===== config.mk =====
export PLATFORM = sky130hd
export DESIGN_NAME = pid_controller_step
export DESIGN_NICKNAME = d
export VERILOG_FILES = /design/src/design/pidc_pkg.sv /design/src/design/pidc_cfg_regs.sv /design/src/design/pidc_update.sv /design/src/design/pidc_state.sv /design/src/design/pid_controller_step.sv
export SDC_FILE = /design/constraint.sdc
export NUM_CORES = 2
export LEC_CHECK = 0
export BUFFER_PORTS_ARGS = -buffer_cell sky130_fd_sc_hd__buf_2
export CAP_MARGIN = 20
export CORE_ASPECT_RATIO = 1.75
export CORE_MARGIN = 5
export CORE_UTILIZATION = 30
export CTS_CLUSTER_SIZE = 40
export DETAILED_ROUTE_END_ITERATION = 10
export PLACE_DENSITY = 0.52
export REMOVE_ABC_BUFFERS = 1
export SYNTH_ARGS = -nofsm -noshare
export SYNTH_HDL_FRONTEND = slang
export SYNTH_SLANG_ARGS = --single-unit
export TNS_END_PERCENT = 10

===== constraint.sdc =====
create_clock -name clk -period 20 [get_ports clk]
set_input_delay 2 -clock clk [delete_from_list [all_inputs] [get_ports clk]]
set_output_delay 2 -clock clk [all_outputs]
set_load 0.02 [all_outputs]

===== src/design/pidc_pkg.sv =====
// ----------------------------------------------------------------------------
// pidc_pkg
// Shared types, register indexes and clamp helpers for the PID step block.
// ----------------------------------------------------------------------------
package pidc_pkg;

  // default build-time settings
  localparam int unsigned SamplePeriodMsDefault = 15;
  localparam bit          ResetOnCrossDefault   = 1'b0;

  // configuration port geometry
  localparam int unsigned CfgIdxW  = 3;
  localparam int unsigned CfgDataW = 32;

  // wide intermediate sums
  localparam int unsigned AccSumW = 34;
  localparam int unsigned DrvSumW = 35;

  // register indexes
  typedef enum logic [CfgIdxW-1:0] {
    REG_GAIN_P    = 3'd0,
    REG_GAIN_I    = 3'd1,
    REG_GAIN_D    = 3'd2,
    REG_BIAS_TERM = 3'd3,
    REG_OUT_UPPER = 3'd4,
    REG_OUT_LOWER = 3'd5,
    REG_ACC_UPPER = 3'd6,
    REG_ACC_LOWER = 3'd7
  } reg_idx_t;

  // configuration register file
  typedef struct packed {
    logic signed [15:0] gain_p;
    logic signed [15:0] gain_i;
    logic signed [15:0] gain_d;
    logic signed [15:0] bias_term;
    logic signed [15:0] out_upper;
    logic signed [15:0] out_lower;
    logic signed [31:0] acc_upper;
    logic signed [31:0] acc_lower;
  } cfg_t;

  // limit writes that call for a re-clamp of the held state
  typedef struct packed {
    logic out_lim;
    logic acc_lim;
  } cfg_evt_t;

  // one input item
  typedef struct packed {
    logic signed [15:0] reading;
    logic signed [15:0] setpoint;
    logic [31:0]        now_ms;
    logic               enabled;
  } item_t;

  // controller state carried between items
  typedef struct packed {
    logic signed [31:0] accumulator;
    logic signed [15:0] prev_reading;
    logic signed [16:0] prev_error;
    logic [31:0]        prev_time;
    logic signed [15:0] held_drive;
  } state_t;

  // upper limit tested first, then lower limit
  function automatic logic signed [15:0] clamp_drive(
    input logic signed [DrvSumW-1:0] v,
    input logic signed [15:0]        hi,
    input logic signed [15:0]        lo
  );
    logic signed [15:0] r;
    if (v > DrvSumW'(hi)) begin
      r = hi;
    end else if (v < DrvSumW'(lo)) begin
      r = lo;
    end else begin
      r = v[15:0];
    end
    return r;
  endfunction

  function automatic logic signed [31:0] clamp_acc(
    input logic signed [AccSumW-1:0] v,
    input logic signed [31:0]        hi,
    input logic signed [31:0]        lo
  );
    logic signed [31:0] r;
    if (v > AccSumW'(hi)) begin
      r = hi;
    end else if (v < AccSumW'(lo)) begin
      r = lo;
    end else begin
      r = v[31:0];
    end
    return r;
  endfunction

endpackage


===== src/design/pidc_cfg_regs.sv =====
// ----------------------------------------------------------------------------
// pidc_cfg_regs
// Gain, bias and limit registers with a flag for each limit write.
// ----------------------------------------------------------------------------
module pidc_cfg_regs (
  input  logic                           clk,
  input  logic                           rst,
  input  logic                           cfg_we,
  input  logic [pidc_pkg::CfgIdxW-1:0]   cfg_index,
  input  logic [pidc_pkg::CfgDataW-1:0]  cfg_data,
  output pidc_pkg::cfg_t                 cfg,
  output pidc_pkg::cfg_evt_t             evt
);
  import pidc_pkg::*;

  // register writes
  always_ff @(posedge clk) begin
    if (rst) begin
      cfg.gain_p    <= '0;
      cfg.gain_i    <= '0;
      cfg.gain_d    <= '0;
      cfg.bias_term <= '0;
      cfg.out_upper <= 16'sd32767;
      cfg.out_lower <= -16'sd32768;
      cfg.acc_upper <= 32'sd32767;
      cfg.acc_lower <= -32'sd32768;
    end else if (cfg_we) begin
      unique case (reg_idx_t'(cfg_index))
        REG_GAIN_P:    cfg.gain_p    <= cfg_data[15:0];
        REG_GAIN_I:    cfg.gain_i    <= cfg_data[15:0];
        REG_GAIN_D:    cfg.gain_d    <= cfg_data[15:0];
        REG_BIAS_TERM: cfg.bias_term <= cfg_data[15:0];
        REG_OUT_UPPER: cfg.out_upper <= cfg_data[15:0];
        REG_OUT_LOWER: cfg.out_lower <= cfg_data[15:0];
        REG_ACC_UPPER: cfg.acc_upper <= cfg_data;
        REG_ACC_LOWER: cfg.acc_lower <= cfg_data;
        default: ;
      endcase
    end
  end

  // one-cycle flags so the state re-clamps against the new limits
  always_ff @(posedge clk) begin
    if (rst) begin
      evt <= '0;
    end else begin
      evt.out_lim <= cfg_we && (reg_idx_t'(cfg_index) == REG_OUT_UPPER ||
                                reg_idx_t'(cfg_index) == REG_OUT_LOWER);
      evt.acc_lim <= cfg_we && (reg_idx_t'(cfg_index) == REG_ACC_UPPER ||
                                reg_idx_t'(cfg_index) == REG_ACC_LOWER);
    end
  end

  // a write to the lower output limit always raises its flag on the next edge
  a_out_evt: assert property (@(posedge clk) disable iff (rst)
    (cfg_we && reg_idx_t'(cfg_index) == REG_OUT_LOWER) |=> evt.out_lim)
    else $error("out limit write did not flag re-clamp");

  a_evt_excl: assert property (@(posedge clk) disable iff (rst)
    !(evt.out_lim && evt.acc_lim))
    else $error("both limit flags raised by one write");

  a_no_evt: assert property (@(posedge clk) disable iff (rst)
    !cfg_we |=> !evt.out_lim && !evt.acc_lim)
    else $error("limit flag without a write");

endmodule


===== src/design/pidc_update.sv =====
// ----------------------------------------------------------------------------
// pidc_update
// One control update: error, integral, derivative on measurement, clamps.
// ----------------------------------------------------------------------------
module pidc_update #(
  parameter int unsigned SAMPLE_PERIOD_MS = pidc_pkg::SamplePeriodMsDefault,
  parameter bit          RESET_ON_CROSS   = pidc_pkg::ResetOnCrossDefault
) (
  input  pidc_pkg::item_t  item,
  input  pidc_pkg::state_t st,
  input  pidc_pkg::cfg_t   cfg,
  output pidc_pkg::state_t st_next,
  output logic             upd
);
  import pidc_pkg::*;

  logic [31:0]          elapsed;
  logic                 due;
  logic signed [16:0]   err;
  logic signed [16:0]   delta;
  logic signed [32:0]   prod_p;
  logic signed [32:0]   prod_i;
  logic signed [32:0]   prod_d;
  logic signed [24:0]   term_p;
  logic signed [24:0]   term_i;
  logic signed [24:0]   term_d;
  logic signed [AccSumW-1:0] acc_sum;
  logic signed [AccSumW-1:0] acc_sel;
  logic signed [31:0]   acc_new;
  logic signed [DrvSumW-1:0] drv_sum;
  logic signed [15:0]   drv_new;
  logic                 crossed;

  // sample period check, modulo 2^32
  assign elapsed = item.now_ms - st.prev_time;
  assign due     = elapsed >= 32'(SAMPLE_PERIOD_MS);

  // error and measurement change
  assign err   = 17'(item.setpoint) - 17'(item.reading);
  assign delta = 17'(item.reading) - 17'(st.prev_reading);

  // three parallel Q8.8 products, floored by dropping the fraction
  assign prod_p = cfg.gain_p * err;
  assign prod_i = cfg.gain_i * err;
  assign prod_d = cfg.gain_d * delta;
  assign term_p = prod_p[32:8];
  assign term_i = prod_i[32:8];
  assign term_d = prod_d[32:8];

  // integral with optional reset on sign change, then clamp
  assign crossed = RESET_ON_CROSS && (err[16] != st.prev_error[16]);
  assign acc_sum = AccSumW'(st.accumulator) + AccSumW'(term_i);
  assign acc_sel = crossed ? '0 : acc_sum;
  assign acc_new = clamp_acc(acc_sel, cfg.acc_upper, cfg.acc_lower);

  // drive sum and clamp
  assign drv_sum = DrvSumW'(term_p) + DrvSumW'(acc_new) - DrvSumW'(term_d)
                 + DrvSumW'(cfg.bias_term);
  assign drv_new = clamp_drive(drv_sum, cfg.out_upper, cfg.out_lower);

  // next state selection
  always_comb begin
    st_next = st;
    upd     = 1'b0;
    if (!item.enabled) begin
      st_next.held_drive = '0;
    end else if (due) begin
      st_next.accumulator  = acc_new;
      st_next.prev_reading = item.reading;
      st_next.prev_error   = err;
      st_next.prev_time    = item.now_ms;
      st_next.held_drive   = drv_new;
      upd                  = 1'b1;
    end
  end

endmodule


===== src/design/pidc_state.sv =====
// ----------------------------------------------------------------------------
// pidc_state
// Controller state registers, updated per item or re-clamped on limit writes.
// ----------------------------------------------------------------------------
module pidc_state (
  input  logic               clk,
  input  logic               rst,
  input  logic               adv,
  input  logic               enabled,
  input  pidc_pkg::state_t   st_next,
  input  pidc_pkg::cfg_t     cfg,
  input  pidc_pkg::cfg_evt_t evt,
  output pidc_pkg::state_t   st
);
  import pidc_pkg::*;

  // item update wins; limit re-clamps happen only while idle
  always_ff @(posedge clk) begin
    if (rst) begin
      st <= '0;
    end else if (adv) begin
      st <= st_next;
    end else begin
      if (evt.out_lim) begin
        st.held_drive <= clamp_drive(DrvSumW'(st.held_drive),
                                     cfg.out_upper, cfg.out_lower);
      end
      if (evt.acc_lim) begin
        st.accumulator <= clamp_acc(AccSumW'(st.accumulator),
                                    cfg.acc_upper, cfg.acc_lower);
      end
    end
  end

  // a disabled item leaves a zero held drive
  a_disable_zero: assert property (@(posedge clk) disable iff (rst)
    (adv && !enabled) |=> st.held_drive == '0)
    else $error("held drive not cleared by disabled item");

  // timestamp only moves with an item
  a_time_hold: assert property (@(posedge clk) disable iff (rst)
    !adv |=> $stable(st.prev_time))
    else $error("prev_time changed without an item");

  // a disabled item leaves the integral alone
  a_acc_hold: assert property (@(posedge clk) disable iff (rst)
    (adv && !enabled) |=> $stable(st.accumulator))
    else $error("accumulator changed on disabled item");

endmodule


===== src/design/pid_controller_step.sv =====
// ----------------------------------------------------------------------------
// pid_controller_step
// Fixed-point PID controller, derivative on measurement, one item per cycle unless the result side stalls.
// ----------------------------------------------------------------------------
// Path: an accepted item is loaded into the input register, then into the
//   result register once the result slot is free.
// Throughput: 1 item per cycle while the result side accepts; the accumulator
//   loop closes through the combinational multiply, add and clamp path.
// Reset: synchronous rst clears the state, loads the register reset values
//   and empties both the input and result registers.
module pid_controller_step #(
  parameter int unsigned SAMPLE_PERIOD_MS = pidc_pkg::SamplePeriodMsDefault,
  parameter bit          RESET_ON_CROSS   = pidc_pkg::ResetOnCrossDefault
) (
  input  logic                          clk,
  input  logic                          rst,
  // configuration
  input  logic                          cfg_we,
  input  logic [pidc_pkg::CfgIdxW-1:0]  cfg_index,
  input  logic [pidc_pkg::CfgDataW-1:0] cfg_data,
  // input items
  input  logic                          in_valid,
  output logic                          in_ready,
  input  logic signed [15:0]            reading,
  input  logic signed [15:0]            setpoint,
  input  logic [31:0]                   now_ms,
  input  logic                          enabled,
  // result items
  output logic                          out_valid,
  input  logic                          out_ready,
  output logic signed [15:0]            drive,
  output logic                          updated
);
  import pidc_pkg::*;

  cfg_t     cfg;
  cfg_evt_t evt;
  state_t   st;
  state_t   st_next;
  logic     upd;
  item_t    stage;
  logic     stage_valid;
  logic     adv;

  // handshake: the input register moves on when the result slot frees
  assign adv      = stage_valid && (!out_valid || out_ready);
  assign in_ready = !stage_valid || adv;

  // input register
  always_ff @(posedge clk) begin
    if (rst) begin
      stage_valid <= 1'b0;
    end else if (in_ready) begin
      stage_valid <= in_valid;
    end
  end

  always_ff @(posedge clk) begin
    if (in_valid && in_ready) begin
      stage.reading  <= reading;
      stage.setpoint <= setpoint;
      stage.now_ms   <= now_ms;
      stage.enabled  <= enabled;
    end
  end

  pidc_cfg_regs u_cfg (
    .clk       (clk),
    .rst       (rst),
    .cfg_we    (cfg_we),
    .cfg_index (cfg_index),
    .cfg_data  (cfg_data),
    .cfg       (cfg),
    .evt       (evt)
  );

  pidc_update #(
    .SAMPLE_PERIOD_MS (SAMPLE_PERIOD_MS),
    .RESET_ON_CROSS   (RESET_ON_CROSS)
  ) u_update (
    .item    (stage),
    .st      (st),
    .cfg     (cfg),
    .st_next (st_next),
    .upd     (upd)
  );

  pidc_state u_state (
    .clk     (clk),
    .rst     (rst),
    .adv     (adv),
    .enabled (stage.enabled),
    .st_next (st_next),
    .cfg     (cfg),
    .evt     (evt),
    .st      (st)
  );

  // result register
  always_ff @(posedge clk) begin
    if (rst) begin
      out_valid <= 1'b0;
    end else if (adv) begin
      out_valid <= 1'b1;
    end else if (out_ready) begin
      out_valid <= 1'b0;
    end
  end

  always_ff @(posedge clk) begin
    if (adv) begin
      drive   <= st_next.held_drive;
      updated <= upd;
    end
  end

  // a processed item always lands in the result register
  a_adv_out: assert property (@(posedge clk) disable iff (rst)
    adv |=> out_valid)
    else $error("processed item missing from result register");

  // a stalled stage keeps its item
  a_stage_hold: assert property (@(posedge clk) disable iff (rst)
    (stage_valid && !adv) |=> stage_valid)
    else $error("stalled item lost from input register");

  // no new item while both registers are full and the output is stalled
  a_full_block: assert property (@(posedge clk) disable iff (rst)
    (stage_valid && out_valid && !out_ready) |-> !in_ready)
    else $error("item accepted while pipeline is full");

  // the result matches the state left by its item
  a_drive_state: assert property (@(posedge clk) disable iff (rst)
    adv |=> drive == st.held_drive)
    else $error("result differs from held drive");

endmodule


# --- Yosys cells after proc, flatten, opt, wreduce, memory -nomap -nowiden ---
# Cells that the tools add are included.
op_classes:
  n_addsub: 7
  mul: 3
  magnitude_cmp: 9
  eq_ne: 9
  mux: 18
  reduce_logical: 27
ops:
  columns: ["op", "count"]
  rows:
  - ["32-bit 2-to-1 mux", 6]
  - ["113-bit 2-to-1 mux", 1]
  - ["16-bit 2-to-1 mux", 7]
  - ["16-bit by 17-bit multiplier with 33-bit output", 3]
  - ["97-bit 2-to-1 mux", 1]
  - ["35-bit by 16-bit adder with 35-bit output", 1]
  - ["35-bit by 16-bit > comparator with 1-bit output", 1]
  - ["35-bit by 16-bit < comparator with 1-bit output", 1]
  - ["16-bit by 16-bit subtractor with 17-bit output", 2]
  - ["33-bit by 25-bit subtractor with 34-bit output", 1]
  - ["25-bit by 32-bit adder with 33-bit output", 1]
  - ["32-bit by 25-bit adder with 33-bit output", 1]
  - ["33-bit by 32-bit > comparator with 1-bit output", 1]
  - ["33-bit by 32-bit < comparator with 1-bit output", 1]
  - ["32-bit by 4-bit greater-or-equal comparator with 1-bit output, second input constant", 1]
  - ["32-bit > comparator", 1]
  - ["32-bit < comparator", 1]
  - ["32-bit subtractor", 1]
  - ["2-bit AND reduction", 9]
  - ["16-bit > comparator", 1]
  - ["16-bit < comparator", 1]
  - ["3-bit == test, second input constant", 4]
  - ["3-bit by 2-bit == test with 1-bit output, second input constant", 2]
  - ["2-bit nonzero test", 3]
  - ["11 further kinds", 21]
totals:
  register_bits: 359
  in_bits: 105
  elab_cells: 96

# --- Logic depth before layout (Yosys ltp) ---
depth:
  word_depth: 15
  mapped_depth: 93

# --- Hierarchy ---
# A second synthesis with hierarchy kept.
unflattened:
  cells_unflattened: 7180
  area_unflattened_um2: 62563.8
by_module_without_submodules:
  columns: ["mod", "instances", "cells_per_inst", "area_each_um2", "seq_area_each_um2"]
  rows:
  - ["pidc_update", 1, 5645, 46246.9, 0.0]
  - ["pidc_state", 1, 836, 7337.0, 2262.2]
  - ["pidc_cfg_regs", 1, 607, 6413.7, 3243.1]
  - ["pid_controller_step", 1, 92, 2566.2, 2502.4]

# --- Worst setup path before layout ---
# OpenSTA, ideal clock, no wires.
synth_path:
  kind: "register -> register"
  from: "register stage[50] in the netlist's numbering"
  to: "register drive[15] (data pin)"
  setup_time_ns: 0.257
  t_arrival_ns: 19.658
  t_required_ns: 19.743
  slack_ns: 0.084
  path_stages_with_launch: 90
  n_path_buf: 7
  period_less_slack_ns: 19.916
  path_cell_list: "edfxtp_1 > inv_1 > ha_1 > nor2b_1 > o21ai_0 > a21boi_0 > o21ai_0 > a21boi_0 > o2111ai_1 > nand3_1 > nand4_1 > and2_1 > clkbuf_1 > clkbuf_1 > clkbuf_1 > nand3_1 > fa_1 > fa_1 > [... 54 more ...] > nor4_1 > o31ai_1 > a41oi_1 > a21oi_1 > nor4b_1 > a211o_1 > ha_1 > nand3_1 > nor3_1 > nand4_1 > o21bai_1 > a211oi_1 > a211oi_1 > buf_1 > clkbuf_1 > mux2i_1 > mux2i_1 > nor2_1"
synth_rtl:
  columns: ["item", "line", "source"]
  rows:
  - ["start, declared", "pid_controller_step.sv:41", "item_t stage;"]
  - ["end signal, assigned", "pid_controller_step.sv:112", "drive <= st_next.held_drive;"]
  - ["end, declared", "pid_controller_step.sv:31", "output logic signed [15:0] drive,"]

==> results by group <==
Clock network
  • Reg clk slew, reported paths: 0.06 ns
  • Clock buffer depth: 3
  • Worst skew pair latency: 0.66 ns
  • CTS Buf Count: 43
  • Clock net sink count: 342
  • Clk root buf: clkbuf_16
  • CTS tree: yes
  • H-Tree Depth: 2

Timing
  • Period utilization: 96.6%
  • Clk_skew: 0.0303 ns
  • Unrepaired setup endpoints after global routing: true
  • Final setup viols: 0
  • Fmax: 51.8 MHz
  • Headroom to the max-slew limit: 20.5%
  • Slew Viols, Final: 0
  • Measured slew at the worst slew-check pin: 1.19 ns
  • TNS Setup: 0 ns
  • Fin. Hold Viols: 0
  • Min Tclk post-route: 19.31 ns

Synthesis
  • Post-synth top area cell: fa_1
  • Mapped Cells: 7120
  • Cell Area, Synth: 0.0605 sq mm
  • Commonest cells in the netlist: inv_1 (1131), nand2_1 (880), fa_1 (855)
  • Area share of the largest cell type after synthesis: 28.3%
  • Synth warn: 0
  • Seq cells post-synth: 342
  • Largest cells by area after synthesis: fa_1 (28%), ha_1 (13%), dfxtp_1 (8.6%), inv_1 (7.0%), nand2_1 (5.5%)
  • Simple-Gate Fraction of Synth Area: 17.5%
  • Post-synth EDFFs: 82
  • Mux cell area share after synthesis: 2.29%
  • Synth Area in XOR/XNOR: 3.04%
  • Synth Flop Type: dfxtp_1
  • Ys async rst share: 0%
  • Avg Cell Area, Syn: 8.50 sq um
  • Netlist cell types: 87
  • Main combinational cell family by area after synthesis: adder cells
  • Seq/Total Area, Yosys: 12.7%
  • Synth Area in Adders: 41.6%
  • Area fraction in compound gates after synthesis: 13.4%
  • Most frequent cell after synthesis: inv_1

Setup path
  • Reg2reg setup slack: 0.69 ns
  • Critical-path cell with the highest stage delay: fa_1
  • CP Launch Type: flip-flop
  • Crit path depth: 97
  • Delay-heaviest family, CP: compound AO/OA/AOI/OAI gates
  • Crit path capture: drive[4]$_DFFE_PP_
  • Worst EP required: 20.40 ns
  • CP Class: reg -> reg
  • Worst r2r src: stage[49]$_DFFE_PP_
  • Worst setup path start: stage[49]$_DFFE_PP_
  • Reg2Reg Depth: 97
  • Crit end category: flip-flop
  • Reg2reg end: drive[4]$_DFFE_PP_
  • Crit path buf inv count: 24
  • CP max FO: 11
  • Max incr delay on CP: 0.59 ns
  • WP data arrival: 19.71 ns
  • Critical Path Most Common Cell: buf_4

Die
  • Row Count: 218
  • Top Ports: 124
  • Starting Density: 30.1%
  • Die Wd: 349 um
  • Total die area: 0.211 sq mm
  • Core ar.: 0.201 sq mm
  • Die extent in y: 604 um

Route
  • TritonRoute pass-1 iters: 9
  • Starting DRT DRC Count: 2864
  • Post-Route WL: 228000 um
  • Via/cell ratio: 5.19
  • DR WL/cell: 22.3 um
  • ANT nets after route: 0
  • Vias: 52900
  • DRC: 0

Global route
  • Total GRT Usage: 21.2%
  • Overflow left after global routing: 0
  • Largest net degree at the start of global routing: 82
  • First-pass GRT wire length: 341000 um
  • Initial antenna violation count: 20
  • Vias in the first global route: 56800

Power and ir drop
  • PD cells: 185 mW/mm^2
  • Leakage: 31.9 nW
  • Power Total: 13.0 mW
  • Peak supply drop: 0.432 mV

Placed design
  • RePlAce Congestion: 0.948
  • Placed instance count: 10100
  • HPWL after DPL: 183000 um
  • Port bufs: 123

Final layout
  • Final core utilization: 35.0%
  • Net count reported at finish: 9108
  • Synth-to-Final Area Change: 16.3%
  • Layout cell share with drive strength beyond 1: 13.7%
  • # fillers: 20800
  • Non-filler instance count after layout: 10200

Run
  • Max Cap Viol: 0

Min path
  • HP Class: reg -> reg
  • Critical hold path startpoint: u_cfg.cfg[151]$_SDFFE_PP0P_

Outcome
  • Status: finished, final reports clean
[metal layers]
metal	up-vias	part of all wire, %	global-route usage (%)
met5	-	0.041	0
met4	14	8.5	14.2
met3	670	4.3	2.71
met2	1545	54	41.2
met1	26500	33	20.6
li1	24200	-	-
[where the power goes]
group,leakage [nW],internal [mW],switching [mW]
sequential,2.91,0.818,0.0541
combinational,28.3,5.54,5.70
clock,0.779,0.519,0.378
[flip-flops by register name, summed over array words and instances, names as in the netlist]
| register | flops |
|---|---|
| u_cfg.cfg | 160 |
| u_state.st | 96 |
| stage | 65 |
| drive | 16 |
| u_cfg.evt | 2 |
| out_valid | 1 |
| stage_valid | 1 |
| updated | 1 |
[area by class of cell]
cell class / count / area, sq um / area share (%)
tap: 2640 / 3300 / 4.70
clock inverter: 23 / 333 / 0.473
antenna: 5 / 12.5 / 0.0178
multi-input combinational: 5262 / 48100 / 68.4
inverter: 1133 / 4250 / 6.05
sequential: 342 / 7670 / 10.9
clock buffer: 57 / 1270 / 1.80
timing repair buffer: 724 / 5360 / 7.62
[how the worst min path moves through the flow]
stage | cells after the start | endpoint | slack (ns)
6_report | 2 | u_cfg.cfg[151]$_SDFFE_PP0P_ | 0.45
3_3_place_gp | 2 | u_cfg.cfg[13]$_SDFFE_PP0P_ | 0.44
5_1_grt | 2 | u_cfg.cfg[108]$_SDFFE_PP0P_ | 0.48
3_5_place_dp | 2 | u_cfg.cfg[151]$_SDFFE_PP0P_ | 0.45
2_1_floorplan | 2 | u_cfg.cfg[13]$_SDFFE_PP0P_ | 0.43
4_1_cts | 2 | u_cfg.cfg[151]$_SDFFE_PP0P_ | 0.46
[cell usage in the layout, fill, tap and decap left out, types with 122 or more instances in the layout]
master	netlist	layout
nand3_1	219	215
nor2_1	244	234
a21oi_1	427	397
buf_2	13	122
nand2_1	880	873
ha_1	642	629
fa_1	855	849
and2_1	266	262
buf_4	10	579
inv_1	1131	1128
dfxtp_1	260	260
xnor2_1	144	130
[kinds of logic after synthesis]
family	after synthesis
simple gates	2169
buf+inv	1516
fa+ha+maj	1498
compound gates	1249
flops	342
xor+xnor	210
mux	136
[worst reg2reg max path: cells and delay by family, from the launching register on]
kind,cells,cell delay (ns)
adder cells (fa/ha/maj),15,5.60
buffers and inverters,24,3.20
AO/OA/AOI/OAI,32,6.08
XOR/XNOR,2,0.51
flip-flops,1,0.41
AND/OR/NAND/NOR,18,2.35
multiplexers,6,0.96
[per-stage QoR]
step	instance area, sq um	hold slack, ns	setup slack (ns)
4_1_cts	69300	0.456	0.0260
2_1_floorplan	59000	0.430	-3.15
6_report	70300	0.454	0.688
5_1_grt	70300	0.482	-0.218
3_5_place_dp	67500	0.448	-1.17
3_3_place_gp	67500	0.445	-0.813
[what timing repair did]
item / CTS / global route
setup buffers: 2 / 39
pin swaps: 11 / 111
setup endpoints to repair: 32 / 32
hold buffers: 0 / 0
cloned: 0 / 1
gates resized for setup: 30 / 167
endpoints found under the hold margin: 0 / 0
(Power assumes the default switching activity.)
